==> config.mk <==
export PLATFORM = sky130hd
export DESIGN_NAME = binomial_coefficient_unit
export DESIGN_NICKNAME = d
export VERILOG_FILES = /design/src/design/bcu_pkg.sv /design/src/design/bcu_datapath.sv /design/src/design/bcu_controller.sv /design/src/design/binomial_coefficient_unit.sv
export SDC_FILE = /design/constraint.sdc
export NUM_CORES = 1
export LEC_CHECK = 0
export BUFFER_PORTS_ARGS = -buffer_cell sky130_fd_sc_hd__buf_2
export CORE_MARGIN = 3
export CORE_UTILIZATION = 45
export DETAILED_ROUTE_END_ITERATION = 16
export PLACE_DENSITY = 0.73
export SLEW_MARGIN = 25
export SYNTH_ARGS = -nofsm -noshare
export SYNTH_HDL_FRONTEND = slang
export SYNTH_SLANG_ARGS = --single-unit
==> constraint.sdc <==
create_clock -name i_clk -period 10.55 [get_ports i_clk]
set_input_delay 1.055 -clock i_clk [delete_from_list [all_inputs] [get_ports i_clk]]
set_output_delay 1.055 -clock i_clk [all_outputs]
set_load 0.1 [all_outputs]
==> src/design/bcu_pkg.sv <==
package bcu_pkg;

    localparam int IN_W      = 7;
    localparam int COEF_W    = 18;
    localparam int ST_W      = 2;
    localparam int CNT_W     = 4;
    localparam int N_W       = 5;
    localparam int FAC_W     = 5;
    localparam int PROD_W    = COEF_W + FAC_W;
    localparam int BIT_W     = $clog2(PROD_W);
    localparam int MAX_N_DEF = 20;
    localparam int S_DATA_W  = 16;
    localparam int M_DATA_W  = 24;

    localparam logic [ST_W-1:0] ST_OK      = 2'd0;
    localparam logic [ST_W-1:0] ST_INVALID = 2'd1;
    localparam logic [ST_W-1:0] ST_RANGE   = 2'd2;

    typedef struct packed {
        logic load;
        logic mul;
        logic div;
        logic next;
        logic out_load;
    } t_dp_cmd;

    typedef struct packed {
        logic bad;
        logic kzero;
        logic last;
        logic div_last;
    } t_dp_sts;

endpackage

==> src/design/bcu_datapath.sv <==
module bcu_datapath #(
    parameter int MAX_N = bcu_pkg::MAX_N_DEF
) (
    input  logic                          i_clk,
    input  logic [bcu_pkg::IN_W-1:0]      i_choose_count,
    input  logic [bcu_pkg::IN_W-1:0]      i_set_size,
    input  bcu_pkg::t_dp_cmd              i_cmd,
    output bcu_pkg::t_dp_sts              o_sts,
    output logic [bcu_pkg::COEF_W-1:0]    o_coefficient,
    output logic [bcu_pkg::ST_W-1:0]      o_status
);

    localparam int IN_W   = bcu_pkg::IN_W;
    localparam int COEF_W = bcu_pkg::COEF_W;
    localparam int CNT_W  = bcu_pkg::CNT_W;
    localparam int N_W    = bcu_pkg::N_W;
    localparam int FAC_W  = bcu_pkg::FAC_W;
    localparam int PROD_W = bcu_pkg::PROD_W;
    localparam int BIT_W  = bcu_pkg::BIT_W;

    logic signed [IN_W:0]        k_s, n_s, nk_s, keff_s, max_s;
    logic                        invalid, range_err;
    logic [FAC_W-1:0]            fac;
    logic [PROD_W-1:0]           mul_w;
    logic [CNT_W:0]              trial;
    logic                        q_bit;
    logic [CNT_W-1:0]            rem_next;

    logic [bcu_pkg::ST_W-1:0]    r_status;
    logic [CNT_W-1:0]            r_k;
    logic [N_W-1:0]              r_n;
    logic [CNT_W-1:0]            r_i;
    logic [COEF_W-1:0]           r_acc;
    logic [PROD_W-1:0]           r_prod;
    logic [CNT_W-1:0]            r_rem;
    logic [BIT_W-1:0]            r_bit;
    logic [COEF_W-1:0]           r_out_coef;
    logic [bcu_pkg::ST_W-1:0]    r_out_status;

    always_comb begin
        k_s       = {i_choose_count[IN_W-1], i_choose_count};
        n_s       = {i_set_size[IN_W-1], i_set_size};
        max_s     = (IN_W+1)'(MAX_N);
        nk_s      = n_s - k_s;
        keff_s    = (k_s > nk_s) ? nk_s : k_s;
        invalid   = (k_s < 0) || (n_s < k_s);
        range_err = n_s > max_s;
    end

    assign fac   = r_n - N_W'(r_k) + N_W'(r_i);
    assign mul_w = PROD_W'(r_acc) * PROD_W'(fac);

    always_comb begin
        trial    = {r_rem, r_prod[PROD_W-1]};
        q_bit    = trial >= {1'b0, r_i};
        rem_next = q_bit ? CNT_W'(trial - {1'b0, r_i}) : trial[CNT_W-1:0];
    end

    always_ff @(posedge i_clk) begin
        if (i_cmd.load) begin
            if (invalid) begin
                r_status <= bcu_pkg::ST_INVALID;
            end else if (range_err) begin
                r_status <= bcu_pkg::ST_RANGE;
            end else begin
                r_status <= bcu_pkg::ST_OK;
            end
            r_k   <= keff_s[CNT_W-1:0];
            r_n   <= n_s[N_W-1:0];
            r_i   <= CNT_W'(1);
            r_acc <= COEF_W'(1);
        end
        if (i_cmd.mul) begin
            r_prod <= mul_w;
            r_rem  <= '0;
            r_bit  <= '0;
        end
        if (i_cmd.div) begin
            r_prod <= {r_prod[PROD_W-2:0], q_bit};
            r_rem  <= rem_next;
            r_bit  <= r_bit + BIT_W'(1);
        end
        if (i_cmd.next) begin
            r_acc <= r_prod[COEF_W-1:0];
            r_i   <= r_i + CNT_W'(1);
        end
        if (i_cmd.out_load) begin
            r_out_coef   <= (r_status == bcu_pkg::ST_OK) ? r_acc : '0;
            r_out_status <= r_status;
        end
    end

    assign o_sts.bad      = r_status != bcu_pkg::ST_OK;
    assign o_sts.kzero    = r_k == '0;
    assign o_sts.last     = r_i == r_k;
    assign o_sts.div_last = r_bit == BIT_W'(PROD_W - 1);

    assign o_coefficient = r_out_coef;
    assign o_status      = r_out_status;

endmodule

==> src/design/bcu_controller.sv <==
module bcu_controller (
    input  logic              i_clk,
    input  logic              i_rst_n,
    input  logic              i_in_valid,
    output logic              o_in_ready,
    output logic              o_out_valid,
    input  logic              i_out_ready,
    input  bcu_pkg::t_dp_sts  i_sts,
    output bcu_pkg::t_dp_cmd  o_cmd
);

    typedef enum logic [2:0] {
        S_IDLE,
        S_CHECK,
        S_MUL,
        S_DIV,
        S_NEXT,
        S_PUT
    } t_state;

    t_state r_state;
    logic   r_out_valid;
    logic   out_free;

    assign out_free = !r_out_valid || i_out_ready;

    always_comb begin
        o_cmd          = '0;
        o_cmd.load     = (r_state == S_IDLE) && i_in_valid;
        o_cmd.mul      = r_state == S_MUL;
        o_cmd.div      = r_state == S_DIV;
        o_cmd.next     = r_state == S_NEXT;
        o_cmd.out_load = (r_state == S_PUT) && out_free;
    end

    always_ff @(posedge i_clk) begin
        if (!i_rst_n) begin
            r_state     <= S_IDLE;
            r_out_valid <= 1'b0;
        end else begin
            if (o_cmd.out_load) begin
                r_out_valid <= 1'b1;
            end else if (i_out_ready) begin
                r_out_valid <= 1'b0;
            end
            unique case (r_state)
                S_IDLE: begin
                    if (i_in_valid) begin
                        r_state <= S_CHECK;
                    end
                end
                S_CHECK: begin
                    if (i_sts.bad || i_sts.kzero) begin
                        r_state <= S_PUT;
                    end else begin
                        r_state <= S_MUL;
                    end
                end
                S_MUL: begin
                    r_state <= S_DIV;
                end
                S_DIV: begin
                    if (i_sts.div_last) begin
                        r_state <= S_NEXT;
                    end
                end
                S_NEXT: begin
                    if (i_sts.last) begin
                        r_state <= S_PUT;
                    end else begin
                        r_state <= S_MUL;
                    end
                end
                S_PUT: begin
                    if (out_free) begin
                        r_state <= S_IDLE;
                    end
                end
                default: begin
                    r_state <= S_IDLE;
                end
            endcase
        end
    end

    assign o_in_ready  = r_state == S_IDLE;
    assign o_out_valid = r_out_valid;

endmodule

==> src/design/binomial_coefficient_unit.sv <==
// Binomial coefficient unit: returns C(n,k) and a status for each request.
// The slave channel carries one request per transfer: choose_count (k) and
// set_size (n), both signed. The master channel returns one result per
// request: the coefficient and a status (ok, invalid operands, n too large).
// Invalid operands (k negative or above n) and n above MAX_N give a zero
// coefficient. The unit works on one request at a time. For an accepted request
// that needs a product, each of up to ten factors, min(k, n-k) in all, costs
// one multiply, a restoring division by the step index on the shared
// divider, and one update. The result sits in an output register, so a new
// request is taken as soon as the result is loaded, even while the receiver
// still stalls; a finished second result then waits until the first one
// has been taken. Synchronous reset drops any request in progress and any
// result not yet taken.
module binomial_coefficient_unit #(
    parameter int MAX_N = bcu_pkg::MAX_N_DEF
) (
    input  logic                            i_clk,
    input  logic                            i_rst_n,
    input  logic                            s_axis_tvalid,
    output logic                            s_axis_tready,
    // Fields from bit 0: choose_count[6:0], set_size[13:7], zero fill.
    input  logic [bcu_pkg::S_DATA_W-1:0]    s_axis_tdata,
    output logic                            m_axis_tvalid,
    input  logic                            m_axis_tready,
    // Fields from bit 0: coefficient[17:0], status[19:18], zero fill.
    output logic [bcu_pkg::M_DATA_W-1:0]    m_axis_tdata
);

    localparam int IN_W   = bcu_pkg::IN_W;
    localparam int COEF_W = bcu_pkg::COEF_W;
    localparam int ST_W   = bcu_pkg::ST_W;

    bcu_pkg::t_dp_cmd    cmd;
    bcu_pkg::t_dp_sts    sts;
    logic [COEF_W-1:0]   coefficient;
    logic [ST_W-1:0]     status;

    bcu_controller u_ctrl (
        .i_clk       (i_clk),
        .i_rst_n     (i_rst_n),
        .i_in_valid  (s_axis_tvalid),
        .o_in_ready  (s_axis_tready),
        .o_out_valid (m_axis_tvalid),
        .i_out_ready (m_axis_tready),
        .i_sts       (sts),
        .o_cmd       (cmd)
    );

    bcu_datapath #(
        .MAX_N (MAX_N)
    ) u_dp (
        .i_clk          (i_clk),
        .i_choose_count (s_axis_tdata[IN_W-1:0]),
        .i_set_size     (s_axis_tdata[2*IN_W-1:IN_W]),
        .i_cmd          (cmd),
        .o_sts          (sts),
        .o_coefficient  (coefficient),
        .o_status       (status)
    );

    assign m_axis_tdata = {{(bcu_pkg::M_DATA_W - COEF_W - ST_W){1'b0}}, status, coefficient};

endmodule

After elaboration in Yosys (flattened, before gate mapping)
Index checks and enable logic that the tools add are counted.

storage, ports and cells
  bits in registers = 89
  logic and storage cells = 69
  output and inout port bits = 26

operators by class
  $mul = 1
  mux-type cells = 21
  reductions and logical operators = 14
  equality and inequality tests = 10
  magnitude comparators = 5
  $add $sub $neg = 6

operators by type and width
  cell                                                           number
  two-way mux 23 bit                                             2
  two-way mux 18 bit                                             2
  two-way mux 4 bit                                              6
  multiplier 18 x 5 -> 23 bit                                    1
  case mux 3 bit (6 select lines)                                1
  two-way mux 3 bit                                              5
  two-way mux 5 bit                                              2
  greater-than comparator 7 x 8 -> 1 bit                         1
  nonzero test 2 bit                                             4
  subtractor 7 x 7 -> 8 bit                                      1
  greater-than comparator 7 x 6 -> 1 bit, second input constant  1
  less-than comparator 7 x 1 -> 1 bit, second input constant     1
  less-than comparator 7 bit                                     1
  == test 3 x 2 -> 1 bit, second input constant                  2
  == test 3 bit, second input constant                           2
  adder 5 x 1 -> 5 bit, second input constant                    1
  adder 5 x 4 -> 5 bit                                           1
  == test 5 bit, second input constant                           1
  >= comparator 5 x 4 -> 1 bit                                   1
  subtractor 5 x 4 -> 5 bit                                      1
  adder 4 x 1 -> 4 bit, second input constant                    1
  == test 4 bit                                                  1
  logical NOT 4 bit                                              1
  inequality test 2 x 1 -> 1 bit, second input constant          2
  11 further kinds                                               15

Longest topological paths before layout
Gate-level depths: netlist of run 1.

  depth after elaboration = 5
  gate-level depth with buffers = 23

Cells and area by module
A second synthesis of run 1 with hierarchy kept.

unflattened totals
  cells, all modules = 728
  area, all modules = 7458.4 sq um

by module, submodules not included
  module                     instances  cells each  area each (sq um)  sequential area each (sq um)
  bcu_datapath               1          684         7108.1             2552.4
  bcu_controller             1          39          316.6              80.1
  binomial_coefficient_unit  1          5           33.8               0.0

Worst setup path before layout of run 1
Ideal clock, no wire load.

  path kind = register to register
  start = register u_dp.r_i[1]
  end = register u_dp.r_prod[22] (data pin)
  stages on the path, launching flop included = 22
  library setup time = 0.258 ns
  path slack = 4.642 ns
  required time = 10.292 ns
  arrival time = 5.650 ns
  buffers on the path = 1
  period minus slack after synthesis = 5.908 ns
  cells stage by stage = edfxtp_1 > inv_1 > fa_1 > inv_1 > fa_1 > a21o_1 > a21oi_1 > xnor2_1 > clkbuf_1 > and2_1 > fa_1 > fa_1 > inv_1 > fa_1 > inv_1 > ha_1 > and3_1 > a211o_1 > and4_4 > o311ai_4 > a311oi_1 > o221a_2

on the way
  word-level cells in the longest chain between the ends = 4

ends and longest elaborated chain
  item                         line                RTL
  from (decl)                  bcu_datapath.sv:32  logic [CNT_W-1:0] r_i;
  from (signal assigned)       bcu_datapath.sv:85  r_i <= r_i + CNT_W'(1);
  adder 5 x 4 -> 5 bit         bcu_datapath.sv:50  assign fac = r_n - N_W'(r_k) + N_W'(r_i);
  multiplier 18 x 5 -> 23 bit  bcu_datapath.sv:51  assign mul_w = PROD_W'(r_acc) * PROD_W'(fac);
  two-way mux 23 bit           bcu_datapath.sv:73  if (i_cmd.mul) begin
  two-way mux 23 bit           bcu_datapath.sv:78  if (i_cmd.div) begin
  to (signal assigned)         bcu_datapath.sv:74  r_prod <= mul_w;
  to (signal assigned)         bcu_datapath.sv:79  r_prod <= {r_prod[PROD_W-2:0], q_bit};
  to (decl)                    bcu_datapath.sv:34  logic [PROD_W-1:0] r_prod;

No other way between the ends. The select of a mux whose other input is x is not followed.
A chain may end at the register's enable or synchronous reset.

Final worst setup path of run 1
Same ends and word-level chain as after synthesis.

==> impl_metrics.xml, run 1 <==
<?xml version="1.0" encoding="UTF-8"?>
<metrics>
  <group name="setup_path">
    <metric name="timing.critical_path.from_type" unit="">flop</metric>
    <metric name="cp_max_fo" unit="">18</metric>
    <metric name="timing_worst_setup_path_type" unit="">flop to flop</metric>
    <metric name="flop_to_flop_setup_slack" unit="ns">4.26</metric>
    <metric name="kind_of_end_point_of_the_critical_path" unit="">flop</metric>
    <metric name="worst_ep_required_time" unit="ns">10.65</metric>
    <metric name="arrival" unit="ns">6.38</metric>
  </group>
  <group name="clock_tree">
    <metric name="worst_setup_hold_path_clk_slew" unit="ns">0.07</metric>
    <metric name="insertion_delay" unit="ns">0.35</metric>
    <metric name="cts.hold.buffers_added" unit="">0</metric>
    <metric name="clkSinkCount" unit="">89</metric>
    <metric name="cts_resized" unit="">0</metric>
    <metric name="clock_tree_from_tritoncts" unit="">built</metric>
    <metric name="cts_post_setup_buffers_inserted" unit="">0</metric>
    <metric name="ctsRootBufferMaster" unit="">clkbuf_16</metric>
    <metric name="cts_buffers" unit="">9</metric>
    <metric name="clk_path_buf_depth" unit="">2</metric>
    <metric name="cts_htree_levels" unit="">3</metric>
  </group>
  <group name="place">
    <metric name="port-buffer-count" unit="">39</metric>
    <metric name="hpwl_dp" unit="um">11200</metric>
    <metric name="gp_congestion" unit="">0.848</metric>
  </group>
  <group name="detailed_routing">
    <metric name="detail_route.vias_per_cell" unit="">5.32</metric>
    <metric name="drtAntennaViolNets" unit="">0</metric>
    <metric name="drc" unit="">0</metric>
    <metric name="dr.pass1.iters" unit="">5</metric>
    <metric name="avgRoutedWirePerCell" unit="um">14.9</metric>
    <metric name="vias" unit="">5356</metric>
    <metric name="drt_wl_total" unit="um">15000</metric>
    <metric name="iter_0_drt_violations" unit="">292</metric>
  </group>
  <group name="floorplan">
    <metric name="chipHeight" unit="um">136</metric>
    <metric name="rows" unit="">46</metric>
    <metric name="floorplan.initialDensity" unit="%">46.9</metric>
    <metric name="dieArea" unit="um^2">18400</metric>
    <metric name="design.core.area" unit="um^2">16200</metric>
    <metric name="die_w" unit="um">136</metric>
    <metric name="design.portCount" unit="">46</metric>
  </group>
  <group name="grt">
    <metric name="grt_pass1_wl" unit="um">25700</metric>
    <metric name="grt_antenna_before_repair" unit="">0</metric>
    <metric name="overflow" unit="">0</metric>
    <metric name="overall_routing_resource_usage" unit="%">17.5</metric>
    <metric name="pin_count_of_the_biggest_net_entering_global_routing" unit="">38</metric>
    <metric name="grt_pass1_vias" unit="">5271</metric>
  </group>
  <group name="yosys">
    <metric name="synthDominantAreaCellType" unit="">edfxtp_1</metric>
    <metric name="yosys.area_share.adder" unit="%">24.5</metric>
    <metric name="post-synth-top-count-cell" unit="">inv_1</metric>
    <metric name="mappedNetlistArea" unit="um^2">7580</metric>
    <metric name="yosys_warnings" unit="">0</metric>
    <metric name="share_of_async_settable_or_async_resettable_flops_after_synthesis" unit="%">0</metric>
    <metric name="avgSynthCellArea" unit="um^2">10.1</metric>
    <metric name="synth_compound_gate_area_share" unit="%">11.7</metric>
    <metric name="synth_top_cells_by_count" unit="">inv_1 (100), and2_1 (88), edfxtp_1 (85), ha_1 (62), nand2_1 (60)</metric>
    <metric name="synth_simple_gate_area_share" unit="%">17.9</metric>
    <metric name="netlist_instances" unit="">753</metric>
    <metric name="synth_top_family_by_area" unit="">adder cells</metric>
    <metric name="sequential_element_share_of_the_synthesized_area" unit="%">34.7</metric>
    <metric name="synth_area_leaders" unit="">edfxtp_1 (34%), fa_1 (14%), ha_1 (10%)</metric>
    <metric name="synth.area.mux_share" unit="%">0.924</metric>
    <metric name="synth_ff_type" unit="">edfxtp_1</metric>
    <metric name="synth_seq_cells" unit="">89</metric>
    <metric name="post_synth_edffs" unit="">85</metric>
    <metric name="synth_xor_area_share" unit="%">3.35</metric>
    <metric name="share_of_yosys_cell_area_claimed_by_the_top_area_cell_type" unit="%">33.7</metric>
    <metric name="synth_cell_types" unit="">62</metric>
  </group>
  <group name="timing">
    <metric name="timing_max_transition_violations_final" unit="">0</metric>
    <metric name="slew_headroom" unit="%">39.8</metric>
    <metric name="timing.final.crit_share" unit="%">59.6</metric>
    <metric name="final.setup.tns" unit="ns">0</metric>
    <metric name="grt_setup_unrepaired" unit="">no</metric>
    <metric name="final_min_period" unit="ns">6.29</metric>
    <metric name="finalHoldViolations" unit="">0</metric>
    <metric name="setup_violations" unit="">0</metric>
    <metric name="worst_pin_slew" unit="ns">0.902</metric>
    <metric name="maxClockFrequency" unit="GHz">0.159</metric>
    <metric name="fin_skew" unit="ns">0.00833</metric>
  </group>
  <group name="worst_hold_path">
    <metric name="hold_path.class" unit="">flop to flop</metric>
  </group>
  <group name="run_status">
    <metric name="status" unit="">finished clean</metric>
  </group>
  <group name="finish">
    <metric name="multi_input_area" unit="um^2">4450</metric>
    <metric name="area_delta_synth_final" unit="%">9.24</metric>
    <metric name="antenna_cells" unit="">0</metric>
    <metric name="nNetsFinal" unit="">922</metric>
    <metric name="layout_cells_sized_above_1" unit="%">9.73</metric>
    <metric name="fillers" unit="">1511</metric>
    <metric name="final-seq-area" unit="um^2">2630</metric>
  </group>
  <group name="job">
    <metric name="timing.max_cap.violations" unit="">0</metric>
  </group>
</metrics>
==> final cells by class <==
cell class              count  share of cell area [%]
clock inverters             6                   0.786
inverters                 100                    4.53
clock buffers              10                    2.76
multi-input cells         538                    53.7
well taps                 216                    3.26
flip-flops and latches     89                    31.8
repair buffers             48                    3.17
==> critical path, stage by stage (launching register included) <==
cell      delay, ns
edfxtp_1       0.46
inv_1          0.12
fa_1           0.54
inv_1          0.07
fa_1           0.45
a21o_1         0.19
a21oi_1        0.16
xnor2_1        0.09
buf_4          0.20
and2_1         0.19
fa_1           0.50
fa_1           0.54
inv_1          0.05
fa_1           0.53
inv_1          0.04
ha_1           0.43
a21oi_1        0.28
o21ai_1        0.19
a221oi_1       0.42
nor4b_1        0.30
a311oi_1       0.10
o221a_2        0.17
==> stage by stage <==
step | hold WS (ns) | setup slack [ns] | instance area (um^2) | utilization, % | cells
global placement | 0.435 | 4.35 | 7990 | 49.4 | 991
global route | 0.470 | 3.98 | 8280 | 51.2 | 1007
finish | 0.449 | 4.26 | 8280 | 51.2 | 1007
detailed placement | 0.433 | 4.27 | 7990 | 49.4 | 991
CTS | 0.449 | 4.25 | 8280 | 51.2 | 1007
floorplan | 0.427 | 4.64 | 7590 | - | 756
==> logic make-up after synthesis <==
| group | count (synthesis) |
|---|---|
| muxes | 7 |
| buffers and inverters | 129 |
| other | 1 |
| xor gates and xnor gates | 29 |
| DFF | 89 |
| adders and majority gates | 116 |
| and+or+nand+nor | 253 |
| AOI/OAI and AO/OA | 129 |
==> path summary, 6_finish.rpt <==
path,from,end,depth (start not counted)
max,u_dp.r_i[1]$_SDFFCE_PP0P_,u_dp.r_prod[22]$_DFFE_PP_,21
min,u_dp.r_status[1]$_SDFFCE_PP0P_,u_dp.o_status[1]$_DFFE_PP_,0
max reg2reg,u_dp.r_i[1]$_SDFFCE_PP0P_,u_dp.r_prod[22]$_DFFE_PP_,21
min reg2reg,u_dp.r_status[1]$_SDFFCE_PP0P_,u_dp.o_status[1]$_DFFE_PP_,0
==> flip-flops by register name, indices dropped and copies added, names as in the netlist <==
register            cells
u_dp.r_prod            23
u_dp.o_coefficient     18
u_dp.r_acc             18
u_dp.r_bit              5
u_dp.r_n                5
u_dp.r_i                4
u_dp.r_k                4
u_dp.r_rem              4
u_ctrl.r_state          3
u_dp.o_status           2
u_dp.r_status           2
u_ctrl.o_out_valid      1
==> layout by cell type, fill, tap and decap left out, types with 8 or more instances in the layout <==
cell type,netlist,final
ha_1,62,62
a211oi_1,9,9
xnor2_1,17,17
o21ai_0,29,29
buf_4,4,9
and3_1,21,21
xor2_1,12,12
fa_1,54,54
and2_1,88,87
nand2_1,60,60
nor2_1,34,34
clkbuf_16,0,9
inv_1,100,100
edfxtp_1,85,85
a21o_1,13,13
nand3_1,8,8
a21oi_1,33,33
buf_2,4,39
==> routing by layer <==
metal	share of wire, %	track usage [%]	vias up
li1	-	-	2614
met1	47	23.6	2615
met3	3.7	2.34	16
met5	0	0	-
met2	48	29.6	111
met4	1.5	5.21	0
Power of run 1 is not shown: default switching activity piles up to over one toggle a cycle in this logic, so the estimate is an artifact.
==> run 2, diff against run 1 <==
==> constraint.sdc (replaced) <==
create_clock -name i_clk -period 6.5 [get_ports i_clk]
set_input_delay 0.65 -clock i_clk [delete_from_list [all_inputs] [get_ports i_clk]]
set_output_delay 0.65 -clock i_clk [all_outputs]
set_load 0.1 [all_outputs]
==> run 2 against run 1 <==
Register-to-register slack worse by 3.8 ns; clock skew about the same; worst hold slack improved by 0.0047 ns; first-iteration DRC count down 0.34%; non-clock buffer count is 22 higher; sequential share of layout area shrank 0.70 points; setup slack got worse by 3.8 ns; fmax up 4.3%; cell count rose by 2.2%; utilization up 1.1 points; final area grew 2.2%; largest cell class unchanged; highest routed layer unchanged.
==> impl_metrics.xml, run 2 (synthesis results as in run 1) <==
<?xml version="1.0" encoding="UTF-8"?>
<metrics>
  <group name="run_status">
    <metric name="status" unit="">finished clean</metric>
  </group>
  <group name="detailed_routing">
    <metric name="drtAntennaViolNets" unit="">0</metric>
    <metric name="drc" unit="">0</metric>
    <metric name="drt_wl_total" unit="um">15000</metric>
    <metric name="iter_0_drt_violations" unit="">291</metric>
    <metric name="avgRoutedWirePerCell" unit="um">14.5</metric>
    <metric name="detail_route.vias_per_cell" unit="">5.21</metric>
    <metric name="dr.pass1.iters" unit="">4</metric>
    <metric name="vias" unit="">5362</metric>
  </group>
  <group name="setup_path">
    <metric name="arrival" unit="ns">6.12</metric>
    <metric name="timing.critical_path.from_type" unit="">flop</metric>
    <metric name="flop_to_flop_setup_slack" unit="ns">0.47</metric>
    <metric name="kind_of_end_point_of_the_critical_path" unit="">flop</metric>
    <metric name="cp_max_fo" unit="">18</metric>
    <metric name="worst_ep_required_time" unit="ns">6.60</metric>
    <metric name="timing_worst_setup_path_type" unit="">flop to flop</metric>
  </group>
  <group name="clock_tree">
    <metric name="cts.hold.buffers_added" unit="">0</metric>
    <metric name="clkSinkCount" unit="">89</metric>
    <metric name="ctsRootBufferMaster" unit="">clkbuf_16</metric>
    <metric name="worst_setup_hold_path_clk_slew" unit="ns">0.07</metric>
    <metric name="cts_htree_levels" unit="">3</metric>
    <metric name="insertion_delay" unit="ns">0.35</metric>
    <metric name="clock_tree_from_tritoncts" unit="">built</metric>
    <metric name="cts_buffers" unit="">9</metric>
    <metric name="cts_resized" unit="">0</metric>
    <metric name="clk_path_buf_depth" unit="">2</metric>
    <metric name="cts_post_setup_buffers_inserted" unit="">0</metric>
  </group>
  <group name="finish">
    <metric name="area_delta_synth_final" unit="%">11.7</metric>
    <metric name="antenna_cells" unit="">0</metric>
    <metric name="regMostFlops" unit="">u_dp.r_prod</metric>
    <metric name="mostFrequentLayoutCells" unit="">inv_1 (100), and2_1 (88), edfxtp_1 (85)</metric>
    <metric name="layout_cells_sized_above_1" unit="%">11.9</metric>
    <metric name="layout.cells.most_common" unit="">inv_1</metric>
    <metric name="fillers" unit="">1476</metric>
    <metric name="largest_register_ffs" unit="">23</metric>
    <metric name="nNetsFinal" unit="">944</metric>
  </group>
  <group name="floorplan">
    <metric name="die_w" unit="um">136</metric>
    <metric name="design.portCount" unit="">46</metric>
    <metric name="chipHeight" unit="um">136</metric>
    <metric name="rows" unit="">46</metric>
    <metric name="design.core.area" unit="um^2">16200</metric>
    <metric name="dieArea" unit="um^2">18400</metric>
    <metric name="floorplan.initialDensity" unit="%">46.9</metric>
  </group>
  <group name="grt">
    <metric name="overall_routing_resource_usage" unit="%">17.7</metric>
    <metric name="grt_pass1_wl" unit="um">26100</metric>
    <metric name="grt_antenna_before_repair" unit="">0</metric>
    <metric name="grt_pass1_vias" unit="">5380</metric>
    <metric name="pin_count_of_the_biggest_net_entering_global_routing" unit="">38</metric>
    <metric name="overflow" unit="">0</metric>
  </group>
  <group name="timing">
    <metric name="grt_setup_unrepaired" unit="">no</metric>
    <metric name="worst_pin_slew" unit="ns">1.00</metric>
    <metric name="final_min_period" unit="ns">6.03</metric>
    <metric name="finalHoldViolations" unit="">0</metric>
    <metric name="timing.final.crit_share" unit="%">92.7</metric>
    <metric name="final.setup.tns" unit="ns">0</metric>
    <metric name="fin_skew" unit="ns">0.00798</metric>
    <metric name="timing_max_transition_violations_final" unit="">0</metric>
    <metric name="slew_headroom" unit="%">33.3</metric>
    <metric name="maxClockFrequency" unit="GHz">0.166</metric>
    <metric name="setup_violations" unit="">0</metric>
  </group>
  <group name="place">
    <metric name="port-buffer-count" unit="">39</metric>
    <metric name="gp_congestion" unit="">0.860</metric>
    <metric name="hpwl_dp" unit="um">11300</metric>
  </group>
  <group name="worst_hold_path">
    <metric name="hold_path.class" unit="">flop to flop</metric>
  </group>
  <group name="job">
    <metric name="timing.max_cap.violations" unit="">0</metric>
  </group>
</metrics>
==> run 2: cell count changes in the layout (fill, tap and decap cells not counted), sizes merged <==
cell / before / now
inv: 102 / 100
clkinvlp: 1 / 0
clkbuf: 10 / 11
clkinv: 2 / 3
buf: 48 / 70
bufinv: 1 / 2
==> run 2: final timing paths <==
check	end	cells past startpoint	start
hold reg to reg	u_dp.o_status[0]$_DFFE_PP_	0	u_dp.r_status[0]$_SDFFCE_PP1P_
setup / recovery	u_dp.r_prod[22]$_DFFE_PP_	21	u_dp.r_i[1]$_SDFFCE_PP0P_
setup reg to reg	u_dp.r_prod[22]$_DFFE_PP_	21	u_dp.r_i[1]$_SDFFCE_PP0P_
hold / removal	u_dp.o_status[0]$_DFFE_PP_	0	u_dp.r_status[0]$_SDFFCE_PP1P_
==> run 2: routing by layer <==
metal | up-vias | share of wire (%) | GRT usage [%]
li1 | 2671 | - | -
met1 | 2544 | 46 | 24.2
met2 | 131 | 47 | 29.2
met3 | 16 | 5.3 | 2.53
met4 | 0 | 1.7 | 5.49
met5 | - | 0 | 0
==> run 2: critical path, stage by stage, from the launching register on <==
cell and delay (ns):
edfxtp_1 0.34, inv_1 0.07, fa_1 0.53, inv_1 0.07, fa_1 0.45, a21o_1 0.19, a21oi_1 0.16, xnor2_1 0.09
buf_4 0.20, and2_1 0.19, fa_1 0.51, fa_1 0.55, inv_1 0.06, fa_1 0.53, inv_1 0.05, ha_1 0.32
and3_1 0.21, a211o_1 0.32, and4_4 0.20, o311ai_4 0.37, a311oi_1 0.16, o221a_2 0.16
==> run 2: layout make-up <==
type | instances | area (um^2) | area share (%)
inverters | 100 | 375 | 4.43
clock inverters | 5 | 82.6 | 0.975
clock buffers | 11 | 233 | 2.75
well taps | 216 | 270 | 3.19
multi-input cells | 538 | 4450 | 52.5
flip-flops and latches | 89 | 2630 | 31.1
repair buffers | 70 | 428 | 5.05
==> run 2: through the flow <==
| step | instance area, um^2 | setup slack, ns | util [%] | cells | hold WS (ns) |
|---|---|---|---|---|---|
| finish | 8470 | 0.473 | 52.4 | 1029 | 0.453 |
| floorplan | 7590 | 0.592 | - | 756 | 0.427 |
| CTS | 8470 | 0.430 | 52.4 | 1029 | 0.456 |
| global route | 8470 | 0.112 | 52.4 | 1029 | 0.465 |
| global placement | 8150 | 0.536 | 50.4 | 1013 | 0.435 |
| detailed placement | 8150 | 0.493 | 50.4 | 1013 | 0.440 |
Power of run 2 is left out for the same reason.
